<file path="config.mk">
export PLATFORM = sky130hd
export DESIGN_NAME = crc_checked_block_receiver
export DESIGN_NICKNAME = d
export VERILOG_FILES = /design/src/hw/rtl/crb_pkg.sv /design/src/hw/rtl/crb_front.sv /design/src/hw/rtl/crb_cmd_queue.sv /design/src/hw/rtl/crb_commit.sv /design/src/hw/rtl/crc_checked_block_receiver.sv
export SDC_FILE = /design/constraint.sdc
export NUM_CORES = 2
export LEC_CHECK = 0
export ABC_AREA = 0
export BUFFER_PORTS_ARGS = -buffer_cell sky130_fd_sc_hd__buf_2
export CAP_MARGIN = 20
export CORE_MARGIN = 4
export CORE_UTILIZATION = 45
export DETAILED_ROUTE_END_ITERATION = 10
export GPL_TIMING_DRIVEN = 0
export PLACE_DENSITY = 0.66
export RECOVER_POWER = 50
export SLEW_MARGIN = 20
export SYNTH_ARGS = -nofsm -noshare
export SYNTH_HDL_FRONTEND = slang
export SYNTH_HIERARCHICAL = 1
export SYNTH_SLANG_ARGS = --single-unit
export TNS_END_PERCENT = 20
</file>
<file path="constraint.sdc">
create_clock -name clk -period 12.65 [get_ports clk]
set_input_delay 1.265 -clock clk [delete_from_list [all_inputs] [get_ports clk]]
set_output_delay 1.265 -clock clk [all_outputs]
set_load 0.02 [all_outputs]
</file>
<file path="src/hw/rtl/crb_pkg.sv">
// ----------------------------------------------------------------------------
// crb_pkg
// Shared types, codes and the CRC-32/BZIP2 byte step for the CRC checked
// block receiver.
// ----------------------------------------------------------------------------
`default_nettype none

package crb_pkg;

    localparam int unsigned CNT_W     = 33;
    localparam logic [CNT_W-1:0] CNT_MAX   = {CNT_W{1'b1}};
    localparam logic [CNT_W-1:0] HDR_BYTES = CNT_W'(16);
    localparam logic [31:0] CRC_POLY  = 32'h04C1_1DB7;
    localparam logic [31:0] CRC_INIT  = 32'hFFFF_FFFF;

    typedef enum logic [1:0] {
        OP_START  = 2'd0,
        OP_BODY   = 2'd1,
        OP_CANCEL = 2'd2,
        OP_UNUSED = 2'd3
    } op_t;

    typedef enum logic [1:0] {
        REG_TRANSFER_TYPE = 2'd0,
        REG_TOTAL_SIZE    = 2'd1,
        REG_RESUME_OFFSET = 2'd2,
        REG_NONE          = 2'd3
    } reg_index_t;

    typedef enum logic [3:0] {
        ST_BLOCK_OK      = 4'd0,
        ST_DONE          = 4'd1,
        ST_SHORT         = 4'd2,
        ST_BAD_TYPE      = 4'd3,
        ST_BAD_LENGTH    = 4'd4,
        ST_CRC           = 4'd5,
        ST_COMMIT_REFUSE = 4'd6,
        ST_STARTED       = 4'd7,
        ST_START_DONE    = 4'd8,
        ST_START_REFUSE  = 4'd9,
        ST_CANCELLED     = 4'd10
    } status_t;

    typedef enum logic [2:0] {
        CMD_START,
        CMD_START_REFUSED,
        CMD_CANCEL,
        CMD_BLOCK_FAIL,
        CMD_BLOCK
    } cmd_kind_t;

    typedef struct packed {
        op_t        op;
        logic [7:0] data_byte;
        logic       last;
    } in_t;

    typedef struct packed {
        status_t     status;
        logic        block_type;
        logic [31:0] sequence_res;
        logic [31:0] payload_len;
        logic [31:0] received_count;
        logic        transfer_done;
    } out_t;

    // For a start request, seq carries the total size and len the resume offset.
    typedef struct packed {
        cmd_kind_t   kind;
        status_t     status;
        logic        typ;
        logic [31:0] seq;
        logic [31:0] len;
    } cmd_t;

    function automatic logic [31:0] crc_byte(input logic [31:0] crc_in,
                                             input logic [7:0] b);
        logic [31:0] c;
        c = crc_in ^ {b, 24'h0};
        for (int i = 0; i < 8; i++) begin
            c = c[31] ? ((c << 1) ^ CRC_POLY) : (c << 1);
        end
        return c;
    endfunction

endpackage

`default_nettype wire

</file>
<file path="src/hw/rtl/crb_front.sv">
// ----------------------------------------------------------------------------
// crb_front
// Accepts requests, assembles block headers, runs the payload CRC and
// classifies each block end into a command for the commit stage.
// ----------------------------------------------------------------------------
`default_nettype none

module crb_front (
    input  wire logic           clk,
    input  wire logic           rst_n,
    input  wire logic           fire,
    input  wire crb_pkg::in_t   item,
    input  wire logic           cfg_we,
    input  wire logic [1:0]     cfg_index,
    input  wire logic [31:0]    cfg_data,
    output logic                cmd_push,
    output crb_pkg::cmd_t       cmd
);
    import crb_pkg::*;

    logic             xfer_type_reg;
    logic [31:0]      total_size_reg;
    logic [31:0]      resume_reg;

    logic [CNT_W-1:0] body_count_reg, body_count_next;
    logic [31:0]      word_shift_reg, word_shift_next;
    logic [31:0]      hdr_type_reg, hdr_type_next;
    logic [31:0]      hdr_crc_reg, hdr_crc_next;
    logic [31:0]      hdr_seq_reg, hdr_seq_next;
    logic [31:0]      hdr_len_reg, hdr_len_next;
    logic [31:0]      crc_reg, crc_next;

    // Body state after taking the current byte, before any end-of-block clear.
    logic [CNT_W-1:0] st_count;
    logic [31:0]      st_shift, st_type, st_crcw, st_seq, st_len, st_crc;
    logic             in_hdr;

    always_ff @(posedge clk or negedge rst_n) begin
        if (!rst_n) begin
            xfer_type_reg  <= 1'b0;
            total_size_reg <= '0;
            resume_reg     <= '0;
        end else if (cfg_we) begin
            unique case (reg_index_t'(cfg_index))
                REG_TRANSFER_TYPE: xfer_type_reg  <= cfg_data[0];
                REG_TOTAL_SIZE:    total_size_reg <= cfg_data;
                REG_RESUME_OFFSET: resume_reg     <= cfg_data;
                REG_NONE:          ;
            endcase
        end
    end

    always_comb begin
        in_hdr   = body_count_reg < HDR_BYTES;
        st_shift = word_shift_reg;
        st_type  = hdr_type_reg;
        st_crcw  = hdr_crc_reg;
        st_seq   = hdr_seq_reg;
        st_len   = hdr_len_reg;
        st_crc   = crc_reg;
        if (in_hdr) begin
            st_shift = {word_shift_reg[23:0], item.data_byte};
            if (body_count_reg[1:0] == 2'd3) begin
                unique case (body_count_reg[3:2])
                    2'd0: st_type = st_shift;
                    2'd1: st_crcw = st_shift;
                    2'd2: st_seq  = st_shift;
                    2'd3: st_len  = st_shift;
                endcase
            end
        end else begin
            st_crc = crc_byte(crc_reg, item.data_byte);
        end
        st_count = (body_count_reg != CNT_MAX) ? body_count_reg + CNT_W'(1)
                                               : body_count_reg;
    end

    always_comb begin
        body_count_next = body_count_reg;
        word_shift_next = word_shift_reg;
        hdr_type_next   = hdr_type_reg;
        hdr_crc_next    = hdr_crc_reg;
        hdr_seq_next    = hdr_seq_reg;
        hdr_len_next    = hdr_len_reg;
        crc_next        = crc_reg;
        cmd_push        = 1'b0;
        cmd.kind        = CMD_CANCEL;
        cmd.status      = ST_CANCELLED;
        cmd.typ         = 1'b0;
        cmd.seq         = '0;
        cmd.len         = '0;
        if (fire) begin
            unique case (item.op)
                OP_START: begin
                    cmd_push = 1'b1;
                    if (total_size_reg == '0 || resume_reg > total_size_reg) begin
                        cmd.kind   = CMD_START_REFUSED;
                        cmd.status = ST_START_REFUSE;
                    end else begin
                        cmd.kind = CMD_START;
                        cmd.typ  = xfer_type_reg;
                        cmd.seq  = total_size_reg;
                        cmd.len  = resume_reg;
                        body_count_next = '0;
                        word_shift_next = '0;
                        hdr_type_next   = '0;
                        hdr_crc_next    = '0;
                        hdr_seq_next    = '0;
                        hdr_len_next    = '0;
                        crc_next        = CRC_INIT;
                    end
                end
                OP_CANCEL: begin
                    cmd_push        = 1'b1;
                    body_count_next = '0;
                    word_shift_next = '0;
                    hdr_type_next   = '0;
                    hdr_crc_next    = '0;
                    hdr_seq_next    = '0;
                    hdr_len_next    = '0;
                    crc_next        = CRC_INIT;
                end
                OP_BODY: begin
                    if (!item.last) begin
                        body_count_next = st_count;
                        word_shift_next = st_shift;
                        hdr_type_next   = st_type;
                        hdr_crc_next    = st_crcw;
                        hdr_seq_next    = st_seq;
                        hdr_len_next    = st_len;
                        crc_next        = st_crc;
                    end else begin
                        cmd_push = 1'b1;
                        cmd.kind = CMD_BLOCK_FAIL;
                        cmd.typ  = st_type[0];
                        cmd.seq  = st_seq;
                        cmd.len  = st_len;
                        if (st_count < HDR_BYTES) begin
                            cmd.status = ST_SHORT;
                            cmd.typ    = 1'b0;
                            cmd.seq    = '0;
                            cmd.len    = '0;
                        end else if (st_type > 32'd1) begin
                            cmd.status = ST_BAD_TYPE;
                            cmd.typ    = 1'b0;
                        end else if (st_len == '0 ||
                                     {1'b0, st_len} != st_count - HDR_BYTES) begin
                            cmd.status = ST_BAD_LENGTH;
                        end else if ((st_crc ^ CRC_INIT) != st_crcw) begin
                            cmd.status = ST_CRC;
                        end else begin
                            cmd.kind   = CMD_BLOCK;
                            cmd.status = ST_BLOCK_OK;
                        end
                        body_count_next = '0;
                        word_shift_next = '0;
                        hdr_type_next   = '0;
                        hdr_crc_next    = '0;
                        hdr_seq_next    = '0;
                        hdr_len_next    = '0;
                        crc_next        = CRC_INIT;
                    end
                end
                OP_UNUSED: ;
            endcase
        end
    end

    always_ff @(posedge clk or negedge rst_n) begin
        if (!rst_n) begin
            body_count_reg <= '0;
            word_shift_reg <= '0;
            hdr_type_reg   <= '0;
            hdr_crc_reg    <= '0;
            hdr_seq_reg    <= '0;
            hdr_len_reg    <= '0;
            crc_reg        <= CRC_INIT;
        end else begin
            body_count_reg <= body_count_next;
            word_shift_reg <= word_shift_next;
            hdr_type_reg   <= hdr_type_next;
            hdr_crc_reg    <= hdr_crc_next;
            hdr_seq_reg    <= hdr_seq_next;
            hdr_len_reg    <= hdr_len_next;
            crc_reg        <= crc_next;
        end
    end

endmodule

`default_nettype wire

</file>
<file path="src/hw/rtl/crb_cmd_queue.sv">
// ----------------------------------------------------------------------------
// crb_cmd_queue
// Two-entry queue of commands between the front and the commit stage.
// ----------------------------------------------------------------------------
`default_nettype none

module crb_cmd_queue (
    input  wire logic           clk,
    input  wire logic           rst_n,
    input  wire logic           push,
    input  wire crb_pkg::cmd_t  din,
    output logic                full,
    input  wire logic           pop,
    output crb_pkg::cmd_t       dout,
    output logic                empty
);
    import crb_pkg::*;

    cmd_t       entry_reg [2];
    logic       wr_ptr_reg, rd_ptr_reg;
    logic [1:0] count_reg;
    logic       do_push, do_pop;

    assign full    = count_reg == 2'd2;
    assign empty   = count_reg == 2'd0;
    assign dout    = entry_reg[rd_ptr_reg];
    assign do_push = push && !full;
    assign do_pop  = pop && !empty;

    always_ff @(posedge clk) begin
        if (do_push) begin
            entry_reg[wr_ptr_reg] <= din;
        end
    end

    always_ff @(posedge clk or negedge rst_n) begin
        if (!rst_n) begin
            wr_ptr_reg <= 1'b0;
            rd_ptr_reg <= 1'b0;
            count_reg  <= '0;
        end else begin
            if (do_push) begin
                wr_ptr_reg <= !wr_ptr_reg;
            end
            if (do_pop) begin
                rd_ptr_reg <= !rd_ptr_reg;
            end
            count_reg <= count_reg + 2'(do_push) - 2'(do_pop);
        end
    end

endmodule

`default_nettype wire

</file>
<file path="src/hw/rtl/crb_commit.sv">
// ----------------------------------------------------------------------------
// crb_commit
// Holds the transfer state, carries out start, cancel and block commit
// commands, and queues the results for the consumer.
// ----------------------------------------------------------------------------
`default_nettype none

module crb_commit (
    input  wire logic           clk,
    input  wire logic           rst_n,
    input  wire crb_pkg::cmd_t  cmd,
    input  wire logic           cmd_empty,
    output logic                cmd_pop,
    output crb_pkg::out_t       result,
    output logic                empty,
    input  wire logic           pop
);
    import crb_pkg::*;

    logic        active_reg, active_next;
    logic        complete_reg, complete_next;
    logic        atype_reg, atype_next;
    logic [31:0] received_reg, received_next;
    logic [31:0] held_reg, held_next;

    out_t        res_entry_reg [2];
    logic        res_wr_reg, res_rd_reg;
    logic [1:0]  res_count_reg;
    out_t        res;
    logic [31:0] room;
    logic [31:0] sum;
    logic        res_pop;

    assign cmd_pop = !cmd_empty && (res_count_reg != 2'd2);
    assign room    = held_reg - received_reg;
    assign sum     = received_reg + cmd.len;

    always_comb begin
        active_next   = active_reg;
        complete_next = complete_reg;
        atype_next    = atype_reg;
        received_next = received_reg;
        held_next     = held_reg;
        res.status    = cmd.status;
        res.block_type   = 1'b0;
        res.sequence_res = '0;
        res.payload_len  = '0;
        unique case (cmd.kind)
            CMD_START: begin
                active_next   = cmd.len != cmd.seq;
                complete_next = cmd.len == cmd.seq;
                atype_next    = cmd.typ;
                held_next     = cmd.seq;
                received_next = cmd.len;
                res.status    = (cmd.len == cmd.seq) ? ST_START_DONE : ST_STARTED;
            end
            CMD_START_REFUSED: begin
                res.status = ST_START_REFUSE;
            end
            CMD_CANCEL: begin
                active_next   = 1'b0;
                complete_next = 1'b0;
                atype_next    = 1'b0;
                received_next = '0;
                held_next     = '0;
                res.status    = ST_CANCELLED;
            end
            CMD_BLOCK_FAIL: begin
                res.block_type   = cmd.typ;
                res.sequence_res = cmd.seq;
                res.payload_len  = cmd.len;
            end
            CMD_BLOCK: begin
                res.block_type   = cmd.typ;
                res.sequence_res = cmd.seq;
                res.payload_len  = cmd.len;
                if (!active_reg || complete_reg || atype_reg != cmd.typ ||
                    cmd.len > room) begin
                    res.status = ST_COMMIT_REFUSE;
                end else begin
                    received_next = sum;
                    if (sum == held_reg) begin
                        active_next   = 1'b0;
                        complete_next = 1'b1;
                        res.status    = ST_DONE;
                    end else begin
                        res.status = ST_BLOCK_OK;
                    end
                end
            end
            default: ;
        endcase
        res.received_count = received_next;
        res.transfer_done  = complete_next;
    end

    always_ff @(posedge clk or negedge rst_n) begin
        if (!rst_n) begin
            active_reg   <= 1'b0;
            complete_reg <= 1'b0;
            atype_reg    <= 1'b0;
            received_reg <= '0;
            held_reg     <= '0;
        end else if (cmd_pop) begin
            active_reg   <= active_next;
            complete_reg <= complete_next;
            atype_reg    <= atype_next;
            received_reg <= received_next;
            held_reg     <= held_next;
        end
    end

    // Result queue: two entries so that a new command can retire while the
    // previous result is still waiting to be taken.
    assign empty   = res_count_reg == 2'd0;
    assign result  = res_entry_reg[res_rd_reg];
    assign res_pop = pop && !empty;

    always_ff @(posedge clk) begin
        if (cmd_pop) begin
            res_entry_reg[res_wr_reg] <= res;
        end
    end

    always_ff @(posedge clk or negedge rst_n) begin
        if (!rst_n) begin
            res_wr_reg    <= 1'b0;
            res_rd_reg    <= 1'b0;
            res_count_reg <= '0;
        end else begin
            if (cmd_pop) begin
                res_wr_reg <= !res_wr_reg;
            end
            if (res_pop) begin
                res_rd_reg <= !res_rd_reg;
            end
            res_count_reg <= res_count_reg + 2'(cmd_pop) - 2'(res_pop);
        end
    end

endmodule

`default_nettype wire

</file>
<file path="src/hw/rtl/crc_checked_block_receiver.sv">
// ----------------------------------------------------------------------------
// crc_checked_block_receiver
// Framed block receiver with header decode and CRC-32/BZIP2 payload check.
// ----------------------------------------------------------------------------
// The receiver takes one request per clock while full is low: start, cancel,
// or one byte of a block body. The front stage decodes the 16-byte header
// and updates the payload CRC one byte per cycle; on the last byte, start or
// cancel it sends a command through a two-entry queue to the commit stage,
// which updates the transfer state and writes one result into a two-entry
// result queue. Requests are taken every cycle as long as results are popped;
// full rises only when both queues are backed up. Body bytes that are not
// last give no result.
// Write the configuration registers only while no request is in flight.
`default_nettype none

module crc_checked_block_receiver (
    input  wire logic           clk,
    input  wire logic           rst_n,
    input  wire logic           push,
    output logic                full,
    input  wire crb_pkg::in_t   item,
    output logic                empty,
    input  wire logic           pop,
    output crb_pkg::out_t       result,
    input  wire logic           cfg_we,
    input  wire logic [1:0]     cfg_index,
    input  wire logic [31:0]    cfg_data
);
    import crb_pkg::*;

    logic fire;
    logic cmd_push, cmd_full, cmd_pop, cmd_empty;
    cmd_t cmd_in, cmd_out;

    assign full = cmd_full;
    assign fire = push && !cmd_full;

    crb_front u_front (
        .clk       (clk),
        .rst_n     (rst_n),
        .fire      (fire),
        .item      (item),
        .cfg_we    (cfg_we),
        .cfg_index (cfg_index),
        .cfg_data  (cfg_data),
        .cmd_push  (cmd_push),
        .cmd       (cmd_in)
    );

    crb_cmd_queue u_queue (
        .clk   (clk),
        .rst_n (rst_n),
        .push  (cmd_push),
        .din   (cmd_in),
        .full  (cmd_full),
        .pop   (cmd_pop),
        .dout  (cmd_out),
        .empty (cmd_empty)
    );

    crb_commit u_commit (
        .clk       (clk),
        .rst_n     (rst_n),
        .cmd       (cmd_out),
        .cmd_empty (cmd_empty),
        .cmd_pop   (cmd_pop),
        .result    (result),
        .empty     (empty),
        .pop       (pop)
    );

endmodule

`default_nettype wire
</file>
==> flow_summary_export.csv <==
group,metric,value,unit
synth,synth_area_leader_cell,"edfxtp_1",
worst_hold_path,hold_start,"u_commit/res_wr_reg",
synth,ys_seq_elements,705,
status,violations,"capacitance limit, slew limit",
place,place_ws,4690,ps
drt,vias,31346,
clock_tree,clk_pin_slew,60,ps
place,dp_hpwl,99600,um
drt,detail_route.first_pass.iterations,6,
clock_tree,clockBufferDepth,3,
setup_path,crit_path_start_kind,"register",
synth,postSynthCellCount,3663,
clock_tree,clkSinkCount,705,
timing,hold_violations,0,
timing,fin_crit_sh,63.7,%
drt,routed_wl,130000,um
timing,max_freq,124,MHz
power,leakage,0.0187,uW
clock_tree,clk_latency,670,ps
synth,netlist_area,41300,um2
drt,routed_via_density,6.09,
drt,wire_per_inst,25.2,um
grt,grt_pass1_wl,193000,um
synth,yosysSeqAreaShare,47.0,%
clock_tree,cts_buffers,80,
status,status,"finished, violations left",
grt,grt_pass1_vias,30513,
place,dp.cells,5001,
setup_path,path_buf_inv,4,
floorplan,core_area,90600,um2
timing,setup_viol,0,
clock_tree,post-cts-setup-buffer-count,0,
setup_path,crit_fanout,10,
drt,ant_nets,0,
synth,ys.flop_type,"edfxtp_1",
synth,synth-edff-count,348,
floorplan,die_h,311,um
power,vdd_ir_drop_max,141,uV
place,port_buffers,148,
floorplan,start_util,45.6,%
floorplan,io_pins,154,
cells_and_area,final_nets,4091,
timing,maxSlewViolCount,294,
synth,ys_warn_count,6,
worst_hold_path,hp-class,"reg -> reg",
timing,fin_setup_tns,0,ps
place,gp_congestion,0.962,
synth,netlist.area_leader.share,25.3,%
setup_path,worstReg2RegStart,"u_commit/held_reg[0]",
setup_path,crit_slowest_cell,"clkbuf_1",
clock_tree,cts_hold_buffers,0,
flow_run,cap_viol_max_count,7,
drt,drt_iter0_markers,2983,
clock_tree,clockRootBuffer,"clkbuf_16",
cells_and_area,drive_gt1_share,17.3,%
grt,track_usage,26.0,%
timing,fin_ws,4590,ps
synth,syn_area_per_cell,11.3,um2
cells_and_area,final_cells,5150,
timing,clock-skew-final,34.5,ps
floorplan,die_w,311,um
setup_path,crit_start,"u_commit/held_reg[0]",
synth,synth_cell_types,121,
synth,ys_top_cells_by_count,"edfxtp_1 (348), dfrtp_1 (325), nand2_1 (261)",
clock_tree,cts_tree,"yes",
timing,relSlewSlack,-243,%
grt,antenna_found_initial,5,
floorplan,die-area,96700,um2
setup_path,end_kind,"register",
setup_path,critPathKind,"reg -> reg",
cells_and_area,largest_reg_flops,204,
timing,rsz0062_at_grt,"no",
timing,worst_slew_pin_slew,5140,ps
cells_and_area,fillerInstances,8109,
clock_tree,cts-htree-levels,3,
synth,ys_async_sr_fraction,50.6,%
drt,drc_errors,0,
setup_path,critPathArrivalTime,8440,ps
floorplan,rows,110,
cells_and_area,syn2layout_area_growth,12.3,%
setup_path,cpPeakStageDelay,650,ps
setup_path,required,13030,ps
clock_tree,cts-resized-gates,0,
grt,grt_max_degree,93,
synth,synth_area_leaders,"edfxtp_1 (25%), dfrtp_1 (20%), mux2_2 (5.0%)",
power,power_density,260,nW/um2
synth,yosysMostFrequentCell,"edfxtp_1",
timing,period_needed,8060,ps
synth,syn_nets,3847,
timing,whs,500,ps
setup_path,path_delay_family,"compound AO/OA/AOI/OAI gates",
grt,overflow,0,
## logic make-up (layout without fill, tap and decap cells)
logic type	Yosys count	count (layout)	share of synthesized area, %
adders and majority gates	134	134	4.09
and+or+nand+nor	913	913	12.0
other	0	1	0
DFF	705	705	47.0
xor gates and xnor gates	304	304	7.53
muxes	361	361	10.1
AOI/OAI and AO/OA	894	894	15.5
buffers and inverters	352	662	3.72
## per-layer routing
| metal | up-vias | GRT usage, % | part of all wire [%] |
|---|---|---|---|
| met5 | - | 0 | 0.029 |
| met4 | 4 | 11.2 | 5.0 |
| met3 | 322 | 4.26 | 6.5 |
| met2 | 1283 | 44.0 | 48 |
| met1 | 15439 | 33.1 | 41 |
| li1 | 14298 | - | - |
## worst register-to-register path, delay by kind of cell, from the launching register on
family,cells,cell delay (ps)
DFF,1,420
buffers and inverters,4,1360
AOI/OAI and AO/OA,14,3850
adders and majority gates,3,870
xor gates and xnor gates,1,110
and+or+nand+nor,5,1200
## worst paths after layout
path	endpoint	slack, ps	cells past startpoint
worst max register to register	u_commit/res_entry_reg[0][28]	4590	27
max in group asynchronous	u_front/hdr_seq_reg[29]	6100	2
min in group asynchronous	u_front/hdr_crc_reg[25]	950	1
worst min-delay path	u_commit/res_wr_reg	500	1
worst min register to register	u_commit/res_wr_reg	500	1
worst max-delay path	u_commit/res_entry_reg[0][28]	4590	27
## per-stage QoR
step | total power (uW) | cell area [um2] | utilization [%]
floorplan | 7860 | 41300 | -
global placement | 9680 | 43500 | 48.1
CTS | 12100 | 46600 | 51.5
detailed placement | 9740 | 43900 | 48.5
finish | 12100 | 46400 | 51.2
global route | 12800 | 46400 | 51.2
## placed cells by master (no fill, tap or decap), drive strengths merged, types with 132 or more instances in the layout
cell type  instances
a21oi            146
a22o             164
buf              208
clkbuf           293
dfrtp            325
edfxtp           348
ha               132
mux2             252
nand2            261
o21ai            177
xnor2            199
## final cells by class
cell class | count | area, um2 | share of cell area, %
antenna | 1 | 2.50 | 0.00539
sequential | 705 | 19400 | 41.9
timing repair buffer | 162 | 922 | 1.99
buffer | 238 | 1080 | 2.34
multi-input combinational | 2606 | 20400 | 43.9
inverter | 114 | 428 | 0.922
tap | 1176 | 1470 | 3.17
clock inverter | 47 | 543 | 1.17
clock buffer | 101 | 2170 | 4.67
## power by group
part           total [uW]  leakage [uW]  internal (uW)  switching (uW)
Clock                2360       0.00130           1340            1010
Combinational        6160       0.00945           2340            3820
Sequential           3530       0.00793           3230             301
Total               12100        0.0187           6920            5140
Note: power is estimated with default switching activity, not from simulation.
